$ cat config.mk
export PLATFORM = sky130hd
export DESIGN_NAME = cataract_pixel_color_pipeline
export DESIGN_NICKNAME = d
export VERILOG_FILES = /design/src/design/ccp_pkg.sv /design/src/design/ccp_front.sv /design/src/design/ccp_matrix_mul.sv /design/src/design/ccp_sat.sv /design/src/design/cataract_pixel_color_pipeline.sv
export SDC_FILE = /design/constraint.sdc
export NUM_CORES = 2
export LEC_CHECK = 0
export BUFFER_PORTS_ARGS = -buffer_cell sky130_fd_sc_hd__buf_2
export CORE_UTILIZATION = 60
export CTS_CLUSTER_DIAMETER = 60
export DETAILED_ROUTE_END_ITERATION = 8
export PLACE_DENSITY = 0.84
export SETUP_SLACK_MARGIN = 0.4
export SKIP_LAST_GASP = 1
export SLEW_MARGIN = 10
export SYNTH_ARGS = -nofsm -noshare
export SYNTH_HDL_FRONTEND = slang
export SYNTH_SLANG_ARGS = --single-unit
$ cat constraint.sdc
create_clock -name clk -period 27.4 [get_ports clk]
set_clock_uncertainty 0.1 [all_clocks]
set_input_delay 2.74 -clock clk [delete_from_list [all_inputs] [get_ports clk]]
set_output_delay 2.74 -clock clk [all_outputs]
set_load 0.02 [all_outputs]
$ cat src/design/ccp_pkg.sv
// Shared types, mode codes and matrix coefficients for the cataract pixel color pipeline.
package ccp_pkg;

  typedef logic [2:0] mode_t;
  typedef logic [7:0] chan_t;
  typedef logic signed [17:0] coef_t;
  typedef logic signed [26:0] prod_t;
  typedef logic signed [28:0] acc_t;

  localparam mode_t MODE_PASS = 3'd0;
  localparam mode_t MODE_FULL = 3'd1;
  localparam mode_t MODE_GB_A = 3'd2;
  localparam mode_t MODE_GB_B = 3'd3;
  localparam mode_t MODE_VEIL = 3'd4;

  // Q16 color-deficiency matrix, row major
  localparam coef_t COEF [3][3] = '{
    '{ 18'sd82282, -18'sd5030,  -18'sd11716 },
    '{ -18'sd5139, 18'sd61001,  18'sd9673   },
    '{ 18'sd310,   18'sd45309,  18'sd19916  }
  };

  typedef struct packed {
    chan_t red;
    chan_t green;
    chan_t blue;
  } pixel_t;

  function automatic logic mode_is_gb(input mode_t m);
    return (m == MODE_GB_A) || (m == MODE_GB_B) || (m == MODE_VEIL);
  endfunction

endpackage

$ cat src/design/ccp_front.sv
// Stage 1: floater red lift and dark veil scaling.
module ccp_front (
  input  logic            clk,
  input  logic            rst,
  input  ccp_pkg::mode_t  view_mode,
  input  logic            valid_in,
  output logic            ready,
  input  logic            stall_down,
  input  ccp_pkg::chan_t  red,
  input  ccp_pkg::chan_t  green,
  input  ccp_pkg::chan_t  blue,
  input  ccp_pkg::chan_t  veil_red,
  input  ccp_pkg::chan_t  veil_green,
  input  ccp_pkg::chan_t  veil_blue,
  input  logic            floater_on,
  input  ccp_pkg::chan_t  floater_level,
  output logic            valid,
  output ccp_pkg::pixel_t pix
);

  ccp_pkg::chan_t  red_lift;
  logic [15:0]     prod_r, prod_g, prod_b;
  ccp_pkg::pixel_t pix_next;

  assign ready = !valid || !stall_down;

  always_comb begin
    red_lift = (floater_on && (floater_level > red)) ? floater_level : red;
    prod_r = 16'(red_lift) * 16'(veil_red);
    prod_g = 16'(green) * 16'(veil_green);
    prod_b = 16'(blue) * 16'(veil_blue);
    if (view_mode == ccp_pkg::MODE_VEIL) begin
      pix_next.red   = prod_r[15:8];
      pix_next.green = prod_g[15:8];
      pix_next.blue  = prod_b[15:8];
    end else begin
      pix_next.red   = red_lift;
      pix_next.green = green;
      pix_next.blue  = blue;
    end
  end

  always_ff @(posedge clk) begin
    if (rst) begin
      valid <= 1'b0;
    end else if (ready) begin
      valid <= valid_in;
    end
  end

  always_ff @(posedge clk) begin
    if (ready && valid_in) begin
      pix <= pix_next;
    end
  end

endmodule

$ cat src/design/ccp_matrix_mul.sv
// Stage 2: the nine coefficient-times-channel products.
module ccp_matrix_mul (
  input  logic            clk,
  input  logic            rst,
  input  logic            valid_in,
  output logic            ready,
  input  logic            stall_down,
  input  ccp_pkg::pixel_t pix_in,
  output logic            valid,
  output ccp_pkg::pixel_t pix,
  output ccp_pkg::prod_t  prod [3][3]
);

  logic signed [8:0] chan [3];

  assign ready = !valid || !stall_down;
  assign chan[0] = $signed({1'b0, pix_in.red});
  assign chan[1] = $signed({1'b0, pix_in.green});
  assign chan[2] = $signed({1'b0, pix_in.blue});

  always_ff @(posedge clk) begin
    if (rst) begin
      valid <= 1'b0;
    end else if (ready) begin
      valid <= valid_in;
    end
  end

  always_ff @(posedge clk) begin
    if (ready && valid_in) begin
      pix <= pix_in;
      for (int i = 0; i < 3; i++) begin
        for (int j = 0; j < 3; j++) begin
          prod[i][j] <= ccp_pkg::COEF[i][j] * chan[j];
        end
      end
    end
  end

endmodule

$ cat src/design/ccp_sat.sv
// Stage 3: row sums, truncation, saturation and mode select.
module ccp_sat (
  input  logic            clk,
  input  logic            rst,
  input  ccp_pkg::mode_t  view_mode,
  input  logic            valid_in,
  output logic            ready,
  input  logic            stall_down,
  input  ccp_pkg::pixel_t pix_in,
  input  ccp_pkg::prod_t  prod [3][3],
  output logic            valid,
  output ccp_pkg::pixel_t pix
);

  ccp_pkg::acc_t   acc [3];
  ccp_pkg::chan_t  sat [3];
  ccp_pkg::pixel_t pix_next;

  assign ready = !valid || !stall_down;

  always_comb begin
    for (int i = 0; i < 3; i++) begin
      acc[i] = ccp_pkg::acc_t'(prod[i][0]) + ccp_pkg::acc_t'(prod[i][1])
             + ccp_pkg::acc_t'(prod[i][2]);
      if (acc[i][28] || (acc[i] == '0)) begin
        sat[i] = '0;
      end else if (acc[i][27:24] != '0) begin
        sat[i] = 8'hFF;
      end else begin
        sat[i] = acc[i][23:16];
      end
    end
    if (view_mode == ccp_pkg::MODE_FULL) begin
      pix_next.red   = sat[0];
      pix_next.green = sat[1];
      pix_next.blue  = sat[2];
    end else if (ccp_pkg::mode_is_gb(view_mode)) begin
      pix_next.red   = '0;
      pix_next.green = sat[1];
      pix_next.blue  = sat[2];
    end else begin
      pix_next = pix_in;
    end
  end

  always_ff @(posedge clk) begin
    if (rst) begin
      valid <= 1'b0;
    end else if (ready) begin
      valid <= valid_in;
    end
  end

  always_ff @(posedge clk) begin
    if (ready && valid_in) begin
      pix <= pix_next;
    end
  end

endmodule

$ cat src/design/cataract_pixel_color_pipeline.sv
// Top level of the cataract pixel color pipeline.
// Input channel: in_valid / in_stall with one pixel, its veil factors and
// floater coverage as separate ports; a request is taken on a rising edge
// with in_valid high and in_stall low.
// Output channel: out_valid / out_stall with out_red, out_green, out_blue.
// Configuration: cfg_we with cfg_data writes view_mode; write only while idle.
// Pipeline: three register stages (floater and veil multiply, nine matrix
// products, row sums with saturation), which a pixel passes in order to reach
// out_valid; throughput is one pixel per clock while out_stall is low.
// Each stage advances when it is empty or the next one takes its data, so a
// stall at the output backs up stage by stage and in_stall rises once all
// three stages are full; nothing is lost or repeated.
// Reset (rst, synchronous) empties the pipeline and sets view_mode to 0
// (pass-through).
module cataract_pixel_color_pipeline (
  input  logic       clk,
  input  logic       rst,
  input  logic       cfg_we,
  input  logic [2:0] cfg_data,
  input  logic       in_valid,
  output logic       in_stall,
  input  logic [7:0] red,
  input  logic [7:0] green,
  input  logic [7:0] blue,
  input  logic [7:0] veil_red,
  input  logic [7:0] veil_green,
  input  logic [7:0] veil_blue,
  input  logic       floater_on,
  input  logic [7:0] floater_level,
  output logic       out_valid,
  input  logic       out_stall,
  output logic [7:0] out_red,
  output logic [7:0] out_green,
  output logic [7:0] out_blue
);

  ccp_pkg::mode_t  view_mode;
  logic            s1_valid, s1_ready, s2_valid, s2_ready, s3_ready;
  ccp_pkg::pixel_t s1_pix, s2_pix, s3_pix;
  ccp_pkg::prod_t  s2_prod [3][3];

  always_ff @(posedge clk) begin
    if (rst) begin
      view_mode <= ccp_pkg::MODE_PASS;
    end else if (cfg_we) begin
      view_mode <= cfg_data;
    end
  end

  assign in_stall = !s1_ready;

  ccp_front u_front (
    .clk           (clk),
    .rst           (rst),
    .view_mode     (view_mode),
    .valid_in      (in_valid),
    .ready         (s1_ready),
    .stall_down    (!s2_ready),
    .red           (red),
    .green         (green),
    .blue          (blue),
    .veil_red      (veil_red),
    .veil_green    (veil_green),
    .veil_blue     (veil_blue),
    .floater_on    (floater_on),
    .floater_level (floater_level),
    .valid         (s1_valid),
    .pix           (s1_pix)
  );

  ccp_matrix_mul u_mul (
    .clk        (clk),
    .rst        (rst),
    .valid_in   (s1_valid),
    .ready      (s2_ready),
    .stall_down (!s3_ready),
    .pix_in     (s1_pix),
    .valid      (s2_valid),
    .pix        (s2_pix),
    .prod       (s2_prod)
  );

  ccp_sat u_sat (
    .clk        (clk),
    .rst        (rst),
    .view_mode  (view_mode),
    .valid_in   (s2_valid),
    .ready      (s3_ready),
    .stall_down (out_stall),
    .pix_in     (s2_pix),
    .prod       (s2_prod),
    .valid      (out_valid),
    .pix        (s3_pix)
  );

  assign out_red   = s3_pix.red;
  assign out_green = s3_pix.green;
  assign out_blue  = s3_pix.blue;

endmodule

# Yosys cells after proc, flatten, opt, wreduce, memory -nomap -nowiden
# Index checks and enable logic that the tools add are counted.
dict set report word_totals {
  regBits 276
  latchBits 0
  ram_bits 0
  rom_bits 0
  inputBits 65
  out_inout_bits 26
  wordCells 78
  mem_count 0
}
dict set report op_classes {
  n_addsub 6
  multipliers 12
  div_mod_pow 0
  magnitude_cmp 1
  eq_ne 4
  n_shift 0
  muxes 10
  bitwise 0
  reduce_logical 23
}
# operator count
set ops {}
lappend ops {{29-bit zero test} 3}
lappend ops {{16-bit by 8-bit multiplier with 24-bit output (first input constant)} 3}
lappend ops {{24-bit 2-to-1 mux} 3}
lappend ops {{8-bit 2-to-1 mux} 7}
lappend ops {{26-bit by 23-bit adder with 27-bit output} 2}
lappend ops {{8-bit by 8-bit multiplier with 16-bit output} 3}
lappend ops {{13-bit by 9-bit multiplier with 22-bit output (first input constant)} 2}
lappend ops {{27-bit by 24-bit adder with 28-bit output} 1}
lappend ops {{23-bit by 25-bit adder with 26-bit output} 1}
lappend ops {{25-bit by 23-bit adder with 26-bit output} 1}
lappend ops {{17-bit by 24-bit adder with 25-bit output} 1}
lappend ops {{14-bit by 9-bit multiplier with 23-bit output (first input constant)} 1}
lappend ops {{14-bit by 8-bit multiplier with 22-bit output (first input constant)} 1}
lappend ops {{13-bit by 8-bit multiplier with 21-bit output (first input constant)} 1}
lappend ops {{8-bit by 8-bit multiplier with 16-bit output (first input constant)} 1}
lappend ops {{4-bit nonzero test} 3}
lappend ops {{8-bit > comparator} 1}
lappend ops {{1-bit logical OR} 7}
lappend ops {{3-bit by 2-bit equality test with 1-bit output (second input constant)} 2}
lappend ops {{1-bit zero test} 5}
lappend ops {{1-bit logical AND} 4}
lappend ops {{3-bit by 1-bit equality test with 1-bit output (second input constant)} 1}
lappend ops {{3-bit equality test (second input constant)} 1}
lappend ops {{1-bit logical OR (first input constant)} 1}

# Longest topological paths before layout
dict set report logic_depth {
  word_depth 7
  depth_mapped 28
  depth_no_buf 27
}

# By module
# Synthesis repeated with hierarchy kept, for this count alone.
dict set report unflattened {
  hier_cells 3586
  area_unflattened_um2 36533.8
}
# module n_inst cells_per_inst area_each_um2 seq_area_each_um2
set modules_own_cells {}
lappend modules_own_cells {ccp_matrix_mul 1 2121 23013.3 6085.8}
lappend modules_own_cells {ccp_front 1 771 7010.5 740.7}
lappend modules_own_cells {ccp_sat 1 682 6397.4 740.7}
lappend modules_own_cells {cataract_pixel_color_pipeline 1 12 112.6 60.1}

# Worst setup path before layout
# No wires, ideal clock.
dict set report synth_timing {
  path_kind {input -> register}
  start {in out_stall}
  end {reg u_mul.pix[11] (netlist name), enable pin}
  setup_time_ns 0.792
  arrival_time_ns 11.864
  t_required_ns 26.508
  path_slack_ns 14.643
  cell_stages 2
  n_path_buf 0
  cell_sequence {and3_1 nor2b_1}
}
dict set report synth_between {
  elab_chain_len 4
}
# element line_no
set synth_lines {}
lappend synth_lines {{start, declared} cataract_pixel_color_pipeline.sv:31} ;# input logic out_stall,
lappend synth_lines {{1-bit zero test} ccp_sat.sv:19} ;# assign ready = !valid || !stall_down;
lappend synth_lines {{1-bit logical OR} ccp_sat.sv:19}
lappend synth_lines {{1-bit logical OR} ccp_matrix_mul.sv:16} ;# assign ready = !valid || !stall_down;
lappend synth_lines {{1-bit logical AND} ccp_matrix_mul.sv:30} ;# if (ready && valid_in) begin
lappend synth_lines {{end signal, assigned} ccp_matrix_mul.sv:31} ;# pix <= pix_in;
lappend synth_lines {{end, declared} ccp_matrix_mul.sv:10} ;# output ccp_pkg::pixel_t pix,
# No other way between the ends.
# A chain may end at the register's enable or synchronous reset.

==> metrics.cfg <==
[timing]
max_freq_mhz = 106
rsz0062_at_grt = false
fin_setup_tns_ns = 0
period_share = 0.346
tightest_slew_ns = 1.18
max_slew_margin = 0.214
hold_viol_final = 0
setup_violations = 0
period_needed_ns = 9.47
final-max-slew-violation-count = 0

[routing]
drcViolationCount = 0
vias_per_cell = 5.78
drt_wl_total_um = 77000
routedWlPerCell_um = 18.6
ant_nets = 0
drt_first_pass_iters = 5
first_iter_violations = 1639
via_count = 23976

[clock_network]
cts_max_level = 2
clock-sinks = 256
postCtsSetupRepairBufs = 0
clockRootBuffer = clkbuf_16
numCtsBuffers = 35
cts_tree = yes
clock_latency_ns = 0.57
cts_hold_buf = 0
clockBufferDepth = 3
cts.repair.resized = 0
clkTransAtPathRegs_ns = 0.06

[yosys]
yosysWarnings = 0
syn_inst = 3247
ys_seq_area_frac = 0.224
syn_area_sq_mm = 0.0341
synth-seq-cells = 256
synthArstFlopShare = 0
ys.flop_type = edfxtp_1
synth_nets = 4329
synth_top_cells_by_area = fa_1, ha_1, edfxtp_1, inv_1, xnor2_1
synth_top_area_frac = 0.242
avgSynthCellArea_sq_um = 10.5
synth_cell_types = 72
synth_edf_count = 250
synth_top_cell_by_area = fa_1

[placed_design]
gp_congestion = 0.965
dp.final_hpwl_um = 61800
numPortBuffers = 90

[critical_path]
r2r_start = u_front.pix[17]$_DFFE_PP_
cp-start-kind = input pin
cp.required_ns = 27.57
setup.worst_path.class = in2reg
crit_path_end = u_front.pix[23]$_DFFE_PP_
r2r_slack_ns = 21.34
critPathMostFrequentCell = fa_1
cp-startpoint = red[1]
crit_fanout = 9
critPathArrivalTime_ns = 9.64
slowest_stage = mux2i_1
end_kind = flop
reg2regPathDepth = 17
critical_path.max_stage_delay_ns = 0.88
r2r_end = u_mul.prod[156]$_DFFE_PP_

[die]
dieArea_sq_mm = 0.0577
die_x_um = 240
core_sq_mm = 0.0556
die-height_um = 240
initial_core_util = 0.612
placementRows = 86
io_pins = 91

[grt]
grt_pass1_vias = 24875
overflow = 0
antenna_found_initial = 2
grt_use_total = 0.280
grt_max_degree = 192
grt_pass1_wl_um = 125000

[finish]
diodes = 0
nets = 4456
layout-drive-gt1-share = 0.0606
syn_to_final_growth_pct = 7.75

[hold_path]
hp-class = reg2reg
hold_start = u_mul.valid$_SDFFE_PP0P_

[run]
cap_violations = 0

[outcome]
status = completed

critical path, delay by kind of cell:
| kind | cells | cell delay (ns) |
|---|---|---|
| AOI/OAI and AO/OA | 10 | 2.14 |
| xor gates and xnor gates | 1 | 0.15 |
| adders and majority gates | 6 | 2.63 |
| buffers and inverters | 3 | 0.19 |
| muxes | 2 | 0.96 |
| and+or+nand+nor | 3 | 0.83 |
state kept, by name (all words and copies together), names as in the netlist:
signal,flops
u_mul.prod,186
u_front.pix,24
u_sat.pix,24
u_mul.pix,16
view_mode,3
u_front.valid,1
u_mul.valid,1
u_sat.valid,1
Yosys cell counts, types with 17 or more instances:
master      n
a21o_1     33
o21ai_1    17
fa_1      411
o21a_1     38
nand2b_1   22
and3_1     20
nor3_1     64
inv_1     587
o21ai_0    90
and2_1     77
o21bai_1   26
nor2_1    138
ha_1      606
nand3_1    39
nor2b_1    77
clkbuf_1   17
a21oi_1   139
edfxtp_1  250
nand2_1   185
xor2_1     34
or3_1      18
a31oi_1    22
xnor2_1   135
kinds of logic (layout without fill, tap and decap cells):
family                   after synthesis  count (layout)  synth area share
flip-flops                           256             256             0.224
AO/OA/AOI/OAI                        486             486            0.0941
multiplexers                          19              19           0.00573
AND/OR/NAND/NOR                      696             696             0.102
adder cells (fa/ha/maj)             1017            1017             0.464
XOR/XNOR                             169             169            0.0435
buffers and inverters                604             757            0.0666
how the worst min path moves through the flow:
stage / endpoint / cells after the start
final: u_sat.valid$_SDFFE_PP0P_ / 2
after global routing: u_mul.valid$_SDFFE_PP0P_ / 2
after CTS: u_sat.valid$_SDFFE_PP0P_ / 2
after detailed placement: u_sat.valid$_SDFFE_PP0P_ / 2
after global placement: u_sat.valid$_SDFFE_PP0P_ / 2
after floorplan: u_sat.valid$_SDFFE_PP0P_ / 2
metal layers:
| metal | global-route usage | wire, um | vias up | part of all wire |
|---|---|---|---|---|
| met5 | 0 | 27 | - | 0.00035 |
| met4 | 0.114 | 3070 | 4 | 0.040 |
| met3 | 0.0420 | 5290 | 211 | 0.069 |
| met2 | 0.474 | 37200 | 851 | 0.48 |
| met1 | 0.361 | 31400 | 11679 | 0.41 |
| li1 | - | - | 11231 | - |
metrics by stage:
step           hold WS [ns]  std cells  utilization  setup WS, ns  instance area [sq um]
2_1_floorplan         0.344       3247            -         14.64                  34100
3_3_place_gp          0.368       4085        0.639         17.48                  35500
3_5_place_dp          0.380       4085        0.639         17.39                  35500
4_1_cts               0.393       4148        0.660         17.94                  36700
5_1_grt               0.435       4148        0.660         17.46                  36700
6_report              0.391       4148        0.660         17.93                  36700
final cells by class:
cell class	count	area, sq um
Inverter	587	2200
Timing Repair Buffer	107	591
Sequential cell	256	7630
Multi-Input combinational cell	2387	24200
Fill cell	4081	18900
Tap cell	748	936
Clock buffer	38	887
Clock inverter	25	262
cells in the final DEF, fill, tap and decap left out, types with 20 or more instances in the layout:
cell	count
buf_2	90
and2_1	77
xor2_1	33
nor2_1	138
and3_1	20
xnor2_1	135
nand2b_1	22
a21o_1	33
nor3_1	64
a21oi_1	139
ha_1	606
nand3_1	39
nand2_1	185
inv_1	587
fa_1	411
nor2b_1	75
o21a_1	38
edfxtp_1	250
o21ai_0	90
o21bai_1	26
a31oi_1	22
clkbuf_16	35
Power is not shown: default switching activity piles up to over one toggle a cycle in this logic, so the estimate is an artifact.
